<file path="config.mk">
export PLATFORM = sky130hd
export DESIGN_NAME = pci_bridge_config_space
export DESIGN_NICKNAME = d
export VERILOG_FILES = /design/src/rtl/core/pcibcs_pkg.sv /design/src/rtl/core/pcibcs_store.sv /design/src/rtl/core/pcibcs_derive.sv /design/src/rtl/core/pci_bridge_config_space.sv
export VERILOG_INCLUDE_DIRS = /design/src /design/src/rtl/core
export SDC_FILE = /design/constraint.sdc
export NUM_CORES = 2
export LEC_CHECK = 0
export BUFFER_PORTS_ARGS = -buffer_cell sky130_fd_sc_hd__clkbuf_2
export CORE_ASPECT_RATIO = 0.8
export CORE_MARGIN = 1.5
export CORE_UTILIZATION = 57
export CTS_CLUSTER_DIAMETER = 120
export CTS_CLUSTER_SIZE = 25
export DETAILED_ROUTE_END_ITERATION = 8
export PLACE_DENSITY = 0.76
export SLEW_MARGIN = 15
export SYNTH_ARGS = -nofsm -noshare
export SYNTH_HDL_FRONTEND = slang
export SYNTH_SLANG_ARGS = --single-unit
</file>
<file path="constraint.sdc">
create_clock -name clk -period 8.5 [get_ports clk]
set_input_delay 0.425 -clock clk [delete_from_list [all_inputs] [get_ports clk]]
set_output_delay 0.425 -clock clk [all_outputs]
set_load 0.02 [all_outputs]
</file>
<file path="src/rtl/core/pci_bridge_config_space_macros.svh">
// assertion helpers, sampled on clk and masked while rst_n is low
`ifndef PCI_BRIDGE_CONFIG_SPACE_MACROS_SVH
`define PCI_BRIDGE_CONFIG_SPACE_MACROS_SVH

// same-cycle implication
`define PCIBCS_AST_IMP(lbl, cond, prop, msg) \
  lbl: assert property (@(posedge clk) disable iff (!rst_n) (cond) |-> (prop)) else $error(msg);

// next-cycle implication
`define PCIBCS_AST_NXT(lbl, cond, prop, msg) \
  lbl: assert property (@(posedge clk) disable iff (!rst_n) (cond) |=> (prop)) else $error(msg);

`endif

</file>
<file path="src/rtl/core/pcibcs_pkg.sv">
`default_nettype none

package pcibcs_pkg;

  typedef struct packed {
    logic       func;
    logic [2:0] function_number;
    logic [7:0] register_address;
    logic [7:0] write_data;
  } req_t;

  typedef struct packed {
    logic [7:0]  read_data;
    logic [12:0] shadow_read_internal;
    logic [12:0] shadow_write_internal;
    logic [63:0] route_map;
    logic [15:0] level_mask;
    logic [15:0] level_driven;
  } rsp_t;

  // registered read return of the byte store
  typedef struct packed {
    logic [7:0] mem_q;
    logic       vld_q;
    logic [7:0] def_q;
  } rdq_t;

  typedef struct packed {
    logic       en;
    logic [7:0] val;
  } wr_t;

  localparam logic       FUNC_READ  = 1'b0;
  localparam logic       FUNC_WRITE = 1'b1;
  localparam logic [2:0] FN_BRIDGE  = 3'd0;

  localparam logic [7:0] ADDR_CMD     = 8'h04;
  localparam logic [7:0] ADDR_STAT_LO = 8'h06;
  localparam logic [7:0] ADDR_STAT_HI = 8'h07;
  localparam logic [7:0] ADDR_CTRL    = 8'h40;
  localparam logic [7:0] ADDR_LOCK    = 8'h52;
  localparam int         LOCK_BIT     = 2;

  // address[7:2] of the shadow bytes 44..47, address[7:3] of the routing bytes 88..8f
  localparam logic [5:0] SHD_BASE = 6'h11;
  localparam logic [4:0] RT_BASE  = 5'h11;

  localparam logic [7:0] RST_STAT_HI = 8'h02;
  localparam logic [7:0] RST_LOCK    = 8'h06;

  localparam logic [3:0] IRQ_OF_CODE [8] = '{4'd0, 4'd5, 4'd9, 4'd10, 4'd11, 4'd12, 4'd14, 4'd15};

  function automatic logic [7:0] rst_val(input logic [7:0] a);
    logic [7:0] v;
    unique case (a)
      8'h00:        v = 8'h45;
      8'h01:        v = 8'h10;
      8'h02:        v = 8'h22;
      8'h03:        v = 8'hc8;
      ADDR_CMD:     v = 8'h07;
      ADDR_STAT_LO: v = 8'h80;
      ADDR_STAT_HI: v = RST_STAT_HI;
      8'h08:        v = 8'h01;
      8'h0b:        v = 8'h06;
      8'h0d:        v = 8'h20;
      ADDR_CTRL:    v = 8'h01;
      8'h41:        v = 8'h0c;
      8'h43:        v = 8'h02;
      ADDR_LOCK:    v = RST_LOCK;
      8'h53:        v = 8'h90;
      default:      v = 8'h00;
    endcase
    return v;
  endfunction

  function automatic logic [7:0] wr_mask(input logic [7:0] a);
    logic [7:0] m;
    unique case (a) inside
      8'h41:                             m = 8'hcf;
      8'h42, 8'h74:                      m = 8'hf8;
      8'h44:                             m = 8'hcb;
      8'h58, 8'h60, 8'h68, 8'h70, 8'h79: m = 8'hfc;
      8'h7f:                             m = 8'h03;
      8'h0d, 8'h43:                      m = 8'hff;
      default: begin
        if ((a >= 8'h45 && a <= 8'h82) || (a >= 8'h84 && a <= 8'h86) ||
            (a >= 8'h88 && a <= 8'h8f)) begin
          m = 8'hff;
        end else begin
          m = 8'h00;
        end
      end
    endcase
    return m;
  endfunction

  function automatic wr_t wr_rule(input logic [7:0] a, input logic [7:0] d,
                                  input logic [7:0] cur07, input logic lock);
    wr_t        r;
    logic [7:0] m;
    m     = wr_mask(a);
    r.en  = 1'b1;
    r.val = d & m;
    unique case (a)
      ADDR_CMD:     r.val = (d & 8'h40) | 8'h07;
      ADDR_STAT_LO: begin
        r.en  = !lock;
        r.val = d & 8'h80;
      end
      ADDR_STAT_HI: r.val = cur07 & ~(d & 8'hf9);
      ADDR_CTRL:    r.val = (d & 8'hc0) | 8'h01;
      default:      r.en  = (m != 8'h00);
    endcase
    return r;
  endfunction

endpackage

`default_nettype wire

</file>
<file path="src/rtl/core/pcibcs_store.sv">
`default_nettype none

module pcibcs_store (
  input  logic               clk,
  input  logic               rst_n,
  input  logic               acc,
  input  pcibcs_pkg::req_t   req,
  output pcibcs_pkg::rdq_t   rdq,
  output logic [31:0]        shd_nxt,
  output logic [63:0]        rt_nxt
);
  import pcibcs_pkg::*;

  logic [7:0]   mem_r [256];
  logic [255:0] vld_r;
  rdq_t         rdq_r;
  logic [7:0]   b07_r, b07_nxt;
  logic         lock_r, lock_nxt;
  logic [31:0]  shd_r;
  logic [63:0]  rt_r;
  logic [7:0]   addr;
  wr_t          wr;
  logic         we;

  assign addr = req.register_address;
  assign wr   = wr_rule(addr, req.write_data, b07_r, lock_r);
  assign we   = acc && (req.func == FUNC_WRITE) && (req.function_number == FN_BRIDGE) && wr.en;
  assign rdq  = rdq_r;

  // register image after this request
  always_comb begin
    b07_nxt  = b07_r;
    lock_nxt = lock_r;
    shd_nxt  = shd_r;
    rt_nxt   = rt_r;
    if (we) begin
      if (addr == ADDR_STAT_HI) begin
        b07_nxt = wr.val;
      end
      if (addr == ADDR_LOCK) begin
        lock_nxt = wr.val[LOCK_BIT];
      end
      if (addr[7:2] == SHD_BASE) begin
        shd_nxt[{addr[1:0], 3'b000} +: 8] = wr.val;
      end
      if (addr[7:3] == RT_BASE) begin
        rt_nxt[{addr[2:0], 3'b000} +: 8] = wr.val;
      end
    end
  end

  always_ff @(posedge clk) begin
    if (!rst_n) begin
      vld_r  <= '0;
      b07_r  <= RST_STAT_HI;
      lock_r <= RST_LOCK[LOCK_BIT];
      shd_r  <= '0;
      rt_r   <= '0;
    end else begin
      if (we) begin
        vld_r[addr] <= 1'b1;
      end
      b07_r  <= b07_nxt;
      lock_r <= lock_nxt;
      shd_r  <= shd_nxt;
      rt_r   <= rt_nxt;
    end
  end

  always_ff @(posedge clk) begin
    if (we) begin
      mem_r[addr] <= wr.val;
    end
    if (acc) begin
      rdq_r.mem_q <= mem_r[addr];
      rdq_r.vld_q <= vld_r[addr];
      rdq_r.def_q <= rst_val(addr);
    end
  end

endmodule

`default_nettype wire

</file>
<file path="src/rtl/core/pcibcs_derive.sv">
`default_nettype none

module pcibcs_derive (
  input  logic [31:0] shd,
  input  logic [63:0] rt,
  output logic [12:0] sr,
  output logic [12:0] sw,
  output logic [63:0] map,
  output logic [15:0] lvl,
  output logic [15:0] drv
);
  import pcibcs_pkg::*;

  logic [3:0]  nib_w [16];
  logic [3:0]  irq_w [16];
  logic [15:0] n3_w;
  logic [15:0] hit_w [16];
  logic [15:0] sel_w [16];

  genvar i, q;

  // shadow segments: byte 0x47 covers the lowest four
  for (i = 0; i < 12; i++) begin : g_seg
    localparam int BI = (i / 4) ^ 3;
    assign sw[i] = shd[BI * 8 + (i % 4)];
    assign sr[i] = shd[BI * 8 + 4 + (i % 4)];
  end
  assign sw[12] = shd[0];
  assign sr[12] = shd[1];

  for (i = 0; i < 16; i++) begin : g_pin
    localparam int J    = i / 2;
    localparam int K    = J % 2;
    localparam int SLOT = (J / 2) % 4;
    localparam int PIN  = (i % 2 == 1) ? (3 - 2 * K) : (4 - 2 * K);
    localparam int P    = SLOT * 4 + PIN - 1;
    assign nib_w[i]       = rt[J * 8 + (i % 2) * 4 +: 4];
    assign irq_w[i]       = IRQ_OF_CODE[nib_w[i][2:0]];
    assign n3_w[i]        = nib_w[i][3];
    assign map[P * 4 +: 4] = irq_w[i];
  end

  // last nibble in scan order that targets an irq decides its level bit
  for (q = 0; q < 16; q++) begin : g_irq
    for (i = 0; i < 16; i++) begin : g_hit
      assign hit_w[q][i] = (q != 0) && (irq_w[i] == 4'(q));
      assign sel_w[q][i] = hit_w[q][i] && !(|(hit_w[q] >> (i + 1)));
    end
    assign drv[q] = |hit_w[q];
    assign lvl[q] = |(sel_w[q] & n3_w);
  end

endmodule

`default_nettype wire

</file>
<file path="src/rtl/core/pci_bridge_config_space.sv">
// result path: an accepted request passes the input register, then the result register, before it is offered
// throughput: one request per cycle while the result side keeps up; a held result stalls input
// all derived outputs reflect the registers after the request is applied
// reset (rst_n low, synchronous): channels empty, all bytes back to their defaults at once
`default_nettype none

module pci_bridge_config_space (
  input  logic               clk,
  input  logic               rst_n,
  input  logic               in_valid,
  output logic               in_ready,
  input  pcibcs_pkg::req_t   in_data,
  output logic               out_valid,
  input  logic               out_ready,
  output pcibcs_pkg::rsp_t   out_data
);
  import pcibcs_pkg::*;

  `include "pci_bridge_config_space_macros.svh"

  logic        req_v_r, req_v_nxt;
  req_t        req_r;
  logic        out_v_r, out_v_nxt;
  logic        adv, acc;
  logic        rd_fn0_r, rd_oth_r;
  logic [12:0] sr_r, sw_r, sr_w, sw_w;
  logic [63:0] map_r, map_w;
  logic [15:0] lvl_r, drv_r, lvl_w, drv_w;
  rdq_t        rdq;
  logic [31:0] shd_nxt;
  logic [63:0] rt_nxt;

  assign adv      = !out_v_r || out_ready;
  assign acc      = req_v_r && adv;
  assign in_ready = !req_v_r || adv;
  assign out_valid = out_v_r;

  pcibcs_store u_store (
    .clk     (clk),
    .rst_n   (rst_n),
    .acc     (acc),
    .req     (req_r),
    .rdq     (rdq),
    .shd_nxt (shd_nxt),
    .rt_nxt  (rt_nxt)
  );

  pcibcs_derive u_derive (
    .shd (shd_nxt),
    .rt  (rt_nxt),
    .sr  (sr_w),
    .sw  (sw_w),
    .map (map_w),
    .lvl (lvl_w),
    .drv (drv_w)
  );

  always_comb begin
    req_v_nxt = req_v_r;
    if (in_valid && in_ready) begin
      req_v_nxt = 1'b1;
    end else if (acc) begin
      req_v_nxt = 1'b0;
    end
    out_v_nxt = out_v_r;
    if (acc) begin
      out_v_nxt = 1'b1;
    end else if (out_ready) begin
      out_v_nxt = 1'b0;
    end
  end

  always_ff @(posedge clk) begin
    if (!rst_n) begin
      req_v_r <= 1'b0;
      out_v_r <= 1'b0;
    end else begin
      req_v_r <= req_v_nxt;
      out_v_r <= out_v_nxt;
    end
  end

  always_ff @(posedge clk) begin
    if (in_valid && in_ready) begin
      req_r <= in_data;
    end
    if (acc) begin
      rd_fn0_r <= (req_r.func == FUNC_READ) && (req_r.function_number == FN_BRIDGE);
      rd_oth_r <= (req_r.func == FUNC_READ) && (req_r.function_number != FN_BRIDGE);
      sr_r     <= sr_w;
      sw_r     <= sw_w;
      map_r    <= map_w;
      lvl_r    <= lvl_w;
      drv_r    <= drv_w;
    end
  end

  always_comb begin
    out_data.read_data = 8'h00;
    if (rd_fn0_r) begin
      out_data.read_data = rdq.vld_q ? rdq.mem_q : rdq.def_q;
    end else if (rd_oth_r) begin
      out_data.read_data = 8'hff;
    end
    out_data.shadow_read_internal  = sr_r;
    out_data.shadow_write_internal = sw_r;
    out_data.route_map             = map_r;
    out_data.level_mask            = lvl_r;
    out_data.level_driven          = drv_r;
  end

  `PCIBCS_AST_NXT(a_req_held, req_v_r && !adv, req_v_r && $stable(req_r), "stalled request lost")
  `PCIBCS_AST_NXT(a_other_fn, acc && req_r.func == FUNC_READ && req_r.function_number != FN_BRIDGE, out_valid && out_data.read_data == 8'hff, "other function read not 0xff")
  `PCIBCS_AST_NXT(a_write_zero, acc && req_r.func == FUNC_WRITE, out_valid && out_data.read_data == 8'h00, "write returned nonzero data")
  `PCIBCS_AST_IMP(a_lvl_driven, out_valid, (out_data.level_mask & ~out_data.level_driven) == 16'h0000, "level mark on undriven irq")
  `PCIBCS_AST_IMP(a_no_irq0, out_valid, !out_data.level_driven[0] && !out_data.level_mask[0], "irq 0 marked")

endmodule

`default_nettype wire

</file>
# Word-level counts from Yosys, hierarchy flattened
# Memories as Yosys holds them, arrays and structs flattened. A register that Yosys moved wholly into a read port is not among the register bits.
# Cells that the tools add are included.
[word_totals]
in_bits = 24
out_inout_bits = 132
elab_cells = 1149
ramBits = 2048
n_memories = 17
register_bits = 514
romBits = 512
[memory_table]
columns = ["name", "words", "word_bits", "rd", "rd_ports_with_merged_regs", "write_ports", "line", "text"]
rows = [
  ["u_store.mem_r", 256, 8, 1, 1, 1, "pcibcs_store.sv:14", "logic [7:0] mem_r [256];"],
  ["(no name shown)", 8, 4, 1, 0, 0, "pcibcs_derive.sv:38", "assign irq_w[i] = IRQ_OF_CODE[nib_w[i][2:0]];"],
  ["(no name shown)", 8, 4, 1, 0, 0, "pcibcs_derive.sv:38", ""],
  ["(no name shown)", 8, 4, 1, 0, 0, "pcibcs_derive.sv:38", ""],
  ["(no name shown)", 8, 4, 1, 0, 0, "pcibcs_derive.sv:38", ""],
  ["(no name shown)", 8, 4, 1, 0, 0, "pcibcs_derive.sv:38", ""],
  ["11 more memories", "n/a", "n/a", "n/a", "n/a", "n/a", "n/a", ""],
]
[op_classes]
n_reduce_logical = 724
bitwise_logic = 36
magnitude_cmp = 24
n_eq_ne = 265
add_sub_neg = 2
n_shift = 4
muxes = 56
[ops]
columns = ["op", "count"]
rows = [
  ["4-bit equality test (second input constant)", 128],
  ["16-bit OR reduction", 30],
  ["4-bit by 3-bit equality test with 1-bit output (second input constant)", 64],
  ["256-bit OR", 1],
  ["16-bit AND", 15],
  ["1-bit logical AND", 236],
  ["1-bit zero test", 228],
  ["15-bit OR reduction", 15],
  ["14-bit OR reduction", 15],
  ["13-bit OR reduction", 15],
  ["12-bit OR reduction", 15],
  ["11-bit OR reduction", 15],
  ["10-bit OR reduction", 15],
  ["9-bit OR reduction", 15],
  ["4-bit by 2-bit equality test with 1-bit output (second input constant)", 32],
  ["4-bit two-way mux", 32],
  ["64-bit two-way mux", 2],
  ["8-bit OR reduction", 15],
  ["8-bit by 7-bit equality test with 1-bit output (second input constant)", 14],
  ["7-bit OR reduction", 15],
  ["8-bit case mux with 12 select lines", 1],
  ["6-bit OR reduction", 15],
  ["5-bit OR reduction", 16],
  ["64-bit bitwise mux", 1],
  ["42 further kinds", 161],
]

# Depth between registers and ports, before layout
[depth]
depth_word = 22
mapped_depth = 22
mapped_depth_nobuf = 14

# Modules after synthesis
# A second synthesis with hierarchy kept.
[hier_totals]
hier_cells = 5390
area_unflattened_um2 = 101363.5
[modules_own_cells]
columns = ["module", "area_per_inst_um2", "cells_per_inst", "seq_area_each_um2", "n_inst"]
rows = [
  ["pcibcs_store", 93190.6, 4671, 69236.4, 1],
  ["pci_bridge_config_space", 4570.6, 175, 4364.2, 1],
  ["pcibcs_derive", 3602.2, 544, 0.0, 1],
]

# Worst setup path after synthesis
# OpenSTA, ideal clock, no wires.
[synth_timing]
path_type = "register to register"
start = "reg req_r[9] (netlist bit)"
end = "reg lvl_r[5] (data pin)"
synth_period_minus_slack_ns = 8.150
setup_ns = 0.146
arrival_time_ns = 8.004
path_buffers = 6
slack_ns = 0.350
stages_incl_launch_ff = 20
path_cell_list = "edfxtp_1 > clkbuf_1 > clkbuf_1 > clkbuf_1 > buf_1 > clkbuf_1 > inv_1 > ha_1 > buf_2 > nor2b_1 > o211ai_1 > a21oi_2 > o2111ai_2 > nand2_1 > inv_1 > mux2i_1 > or4_1 > o311ai_1 > a31o_1 > o2bb2ai_1"
[synth_rtl]
columns = ["element", "line", "text"]
rows = [
  ["start: declaration", "pci_bridge_config_space.sv:22", "req_t req_r;"],
  ["start signal: assignment", "pci_bridge_config_space.sv:85", "req_r <= in_data;"],
  ["end signal: assignment", "pci_bridge_config_space.sv:93", "lvl_r <= lvl_w;"],
  ["end: declaration", "pci_bridge_config_space.sv:28", "logic [15:0] lvl_r, drv_r, lvl_w, drv_w;"],
]

==> qor.csv <==
metric,value,unit
drt pass-1 iters,6,
Antenna Nets Post-Route,0,
Most Crowded Layer GR,met2,
max-slew violation count,0,
Die Wd,475,um
Tcrit/Tclk final,0.747,
fmax,158,MHz
IO Pins,156,
hold crit path type,primary input to flip-flop,
worst r2r src,req_r[8],
CTS root buffer,clkbuf_16,
Cell Rows,138,
GR Layer Usage met3,0.0468,
Worst Skew,60.2,ps
share of the synthesized area in the top cell type,0.653,
setup_tns,0,ps
fraction of layout cells with a size suffix above 1,0.177,
Post-synth EDFFs,2207,
P_leak,40.8,nW
Final nets,6776,
final hold violation count,0,
via count of the first global-routing pass,52300,
post-synthesis sequential area ratio,0.723,
clk sinks,2564,
Most common cell on crit path,o21ai_0,
RSZ-0062 raised after global routing,no,
fin crit period,6350,ps
Critical Path End Type,flip-flop,
Starting Density,0.574,
Netlist cell types,112,
Critical Path Slowest Stage Cell,nand3b_1,
kind of critical path,flip-flop to flip-flop,
Syn. warnings,0,
vias,52700,
crit-path leading delay family,simple AND/OR/NAND/NOR gates,
Post-DP HPWL,136000,um
buffers plus inverters on the worst setup path,2,
core area,177000,um2
final WL,218000,um
H-tree depth,3,
initial antenna violation count,7,
routing usage on met2,0.380,
Power Total,22.4,mW
peak supply drop,0.000168,V
post_cts resized,0,
Synth Register Bits,2564,
Yosys top cell by area,edfxtp_1,
Worst Reg-to-Reg Cells,14,
Hold Crit Endpoint,req_r[19],
most frequent cells after synthesis,"2207 x edfxtp_1, 741 x mux4_2, 357 x dfxtp_1",
final setup vio count,0,
post-CTS setup buffers,0,
CTS tree,yes,
ys async rst share,0,
r2r setup slk,2150,ps
FF-to-FF End,lvl_r[14],
crit-path cells,"inv_1, ha_1, nand3b_1, o21ai_0, a221o_1, a211oi_4, or2_4, inv_6, nor2_1, a21oi_1, o2111ai_1, nor4_1, o21ai_0, o311ai_1",
Vias/cell,5.71,
Slew @ Worst Pin,1230,ps
status,"finished, final reports clean",
Max-Cap Viols,0,
synthesized instance count,5287,
die height,381,um
Required @ worst endpoint,9150,ps
Residual DRC,0,
Longest Clk Path Bufs,3,
Hold Crit Depth,2,
Worst setup SP type,flip-flop,
"count leader, synth",edfxtp_1,
relative slew slack,0.157,
main flop type after synthesis,edfxtp_1,
CTS buffer count,113,
total die area,181000,um2
syn_area_per_cell,19.2,um2
mapped cell area,102000,um2
met1 usage,0.359,
WL per Instance,23.6,um
critical-path maximum fanout,133,
max incr delay on CP,730,ps
largest net degree at the start of global routing,224,
clock transition at the registers of the reported paths,120,ps
Worst Hold Launch,in_data[19],
# port buffers,153,
worst-skew pair later-pin latency,820,ps
P&R area growth vs syn,12.0,%
CP Data Arrival Time,7000,ps
Cell Pwr Density,196,nW/um2
Min Hold Slack,341,ps
grt total ovfl,0,
first-pass GRT wire length,327000,um
GRT Total Usage,0.244,
Area contributors post-synth,"edfxtp_1 65%, mux4_2 16%, dfxtp_1 7.0%",
Iteration-0 DRC Markers,6396,
routability cong.,0.942,
## worst register-to-register path, delay by kind of cell, from the launching register on
family | cells | cell delay (ps)
and+or+nand+nor | 4 | 2130
buffers and inverters | 2 | 810
DFF | 1 | 530
adders and majority gates | 1 | 650
AOI/OAI and AO/OA | 7 | 2060
## registers in the layout, indices dropped and copies added, names as in the netlist, 8 cells and up
name / cells
lvl_r: 15
u_store.rdq: 17
u_store.rt_r: 64
drv_r: 15
u_store.shd_r: 26
u_store.vld_r: 256
sr_r: 13
sw_r: 13
u_store.mem_r: 2048
map_r: 64
req_r: 20
u_store.b07_r: 8
## layout by cell type, fill, tap and decap left out, drive strengths merged, types with 7 or more instances in the layout
cell	count
o21ai	97
nand3b	11
mux4	741
nor4b	9
nor3	71
o22ai	10
xor2	7
mux2i	40
a22o	11
xnor2	19
nand2	224
o211ai	17
a21boi	16
mux2	7
nand2b	26
buf	107
a31oi	21
nor2b	51
nand3	72
conb	1362
nor2	192
and2	268
inv	33
a22oi	14
o21a	100
nor3b	22
dlygate4sd3	23
or3	14
o31ai	34
nand4	15
or2	9
a21o	11
and3	19
nor4	18
edfxtp	2207
clkbuf	359
a21oi	105
dfxtp	357
a211oi	17
## how the worst max path moves through the flow
| stage | start | to | slack [ps] | cells after the start |
|---|---|---|---|---|
| 2_1_floorplan | req_r[9] | lvl_r[5] | 350 | 19 |
| 3_3_place_gp | req_r[8] | lvl_r[10] | 2200 | 14 |
| 3_5_place_dp | req_r[8] | lvl_r[10] | 2020 | 14 |
| 4_1_cts | req_r[8] | lvl_r[10] | 1990 | 14 |
| 5_1_grt | req_r[8] | u_store.mem_r[180][7] | 1600 | 10 |
| 6_report | req_r[8] | lvl_r[14] | 2150 | 14 |
## report_power, final
part,switching (mW),internal [mW]
logic,0.977,0.646
clock network,3.74,2.59
registers,0.138,14.3
## layout make-up
| type | count | area, um2 |
|---|---|---|
| diodes | 1 | 2.50 |
| multi-input cells | 3757 | 31900 |
| clock inverters | 9 | 159 |
| repair buffers | 283 | 1920 |
| flip-flops and latches | 2564 | 73400 |
| inverters | 28 | 153 |
| clock buffers | 206 | 3190 |
| fillers | 12200 | 63200 |
| well taps | 2380 | 2980 |
## cells by family (layout without fill, tap and decap cells)
logic type | count (synthesis) | in the layout | share of synthesized area
other | 1 | 1363 | 0.0000369
DFF | 2564 | 2564 | 0.723
xor gates and xnor gates | 26 | 26 | 0.00224
buffers and inverters | 327 | 526 | 0.0131
adders and majority gates | 5 | 5 | 0.000616
AOI/OAI and AO/OA | 523 | 523 | 0.0361
and+or+nand+nor | 1053 | 1053 | 0.0557
muxes | 788 | 788 | 0.169
## routing by layer
metal	up-vias	wire length (um)
met3	309	19400
met5	-	9
li1	23000	-
met1	27200	90300
met4	2	6070
met2	2234	102000
## through the flow
step	instance area [um2]	instances	util	setup WS, ps
final	114000	9228	0.643	2150
after global routing	114000	9227	0.643	1600
after CTS	114000	9226	0.642	1990
after detailed placement	110000	8988	0.622	2020
after global placement	110000	8988	0.622	2200
after floorplan	107000	6648	-	350
## repair_timing
item / 4_1_cts / 5_1_grt
endpoints found under the hold margin: 22 / 0
setup endpoints to repair: 0 / 0
hold buffers: 23 / 0
No activity file was read; power rests on OpenSTA's default activity.
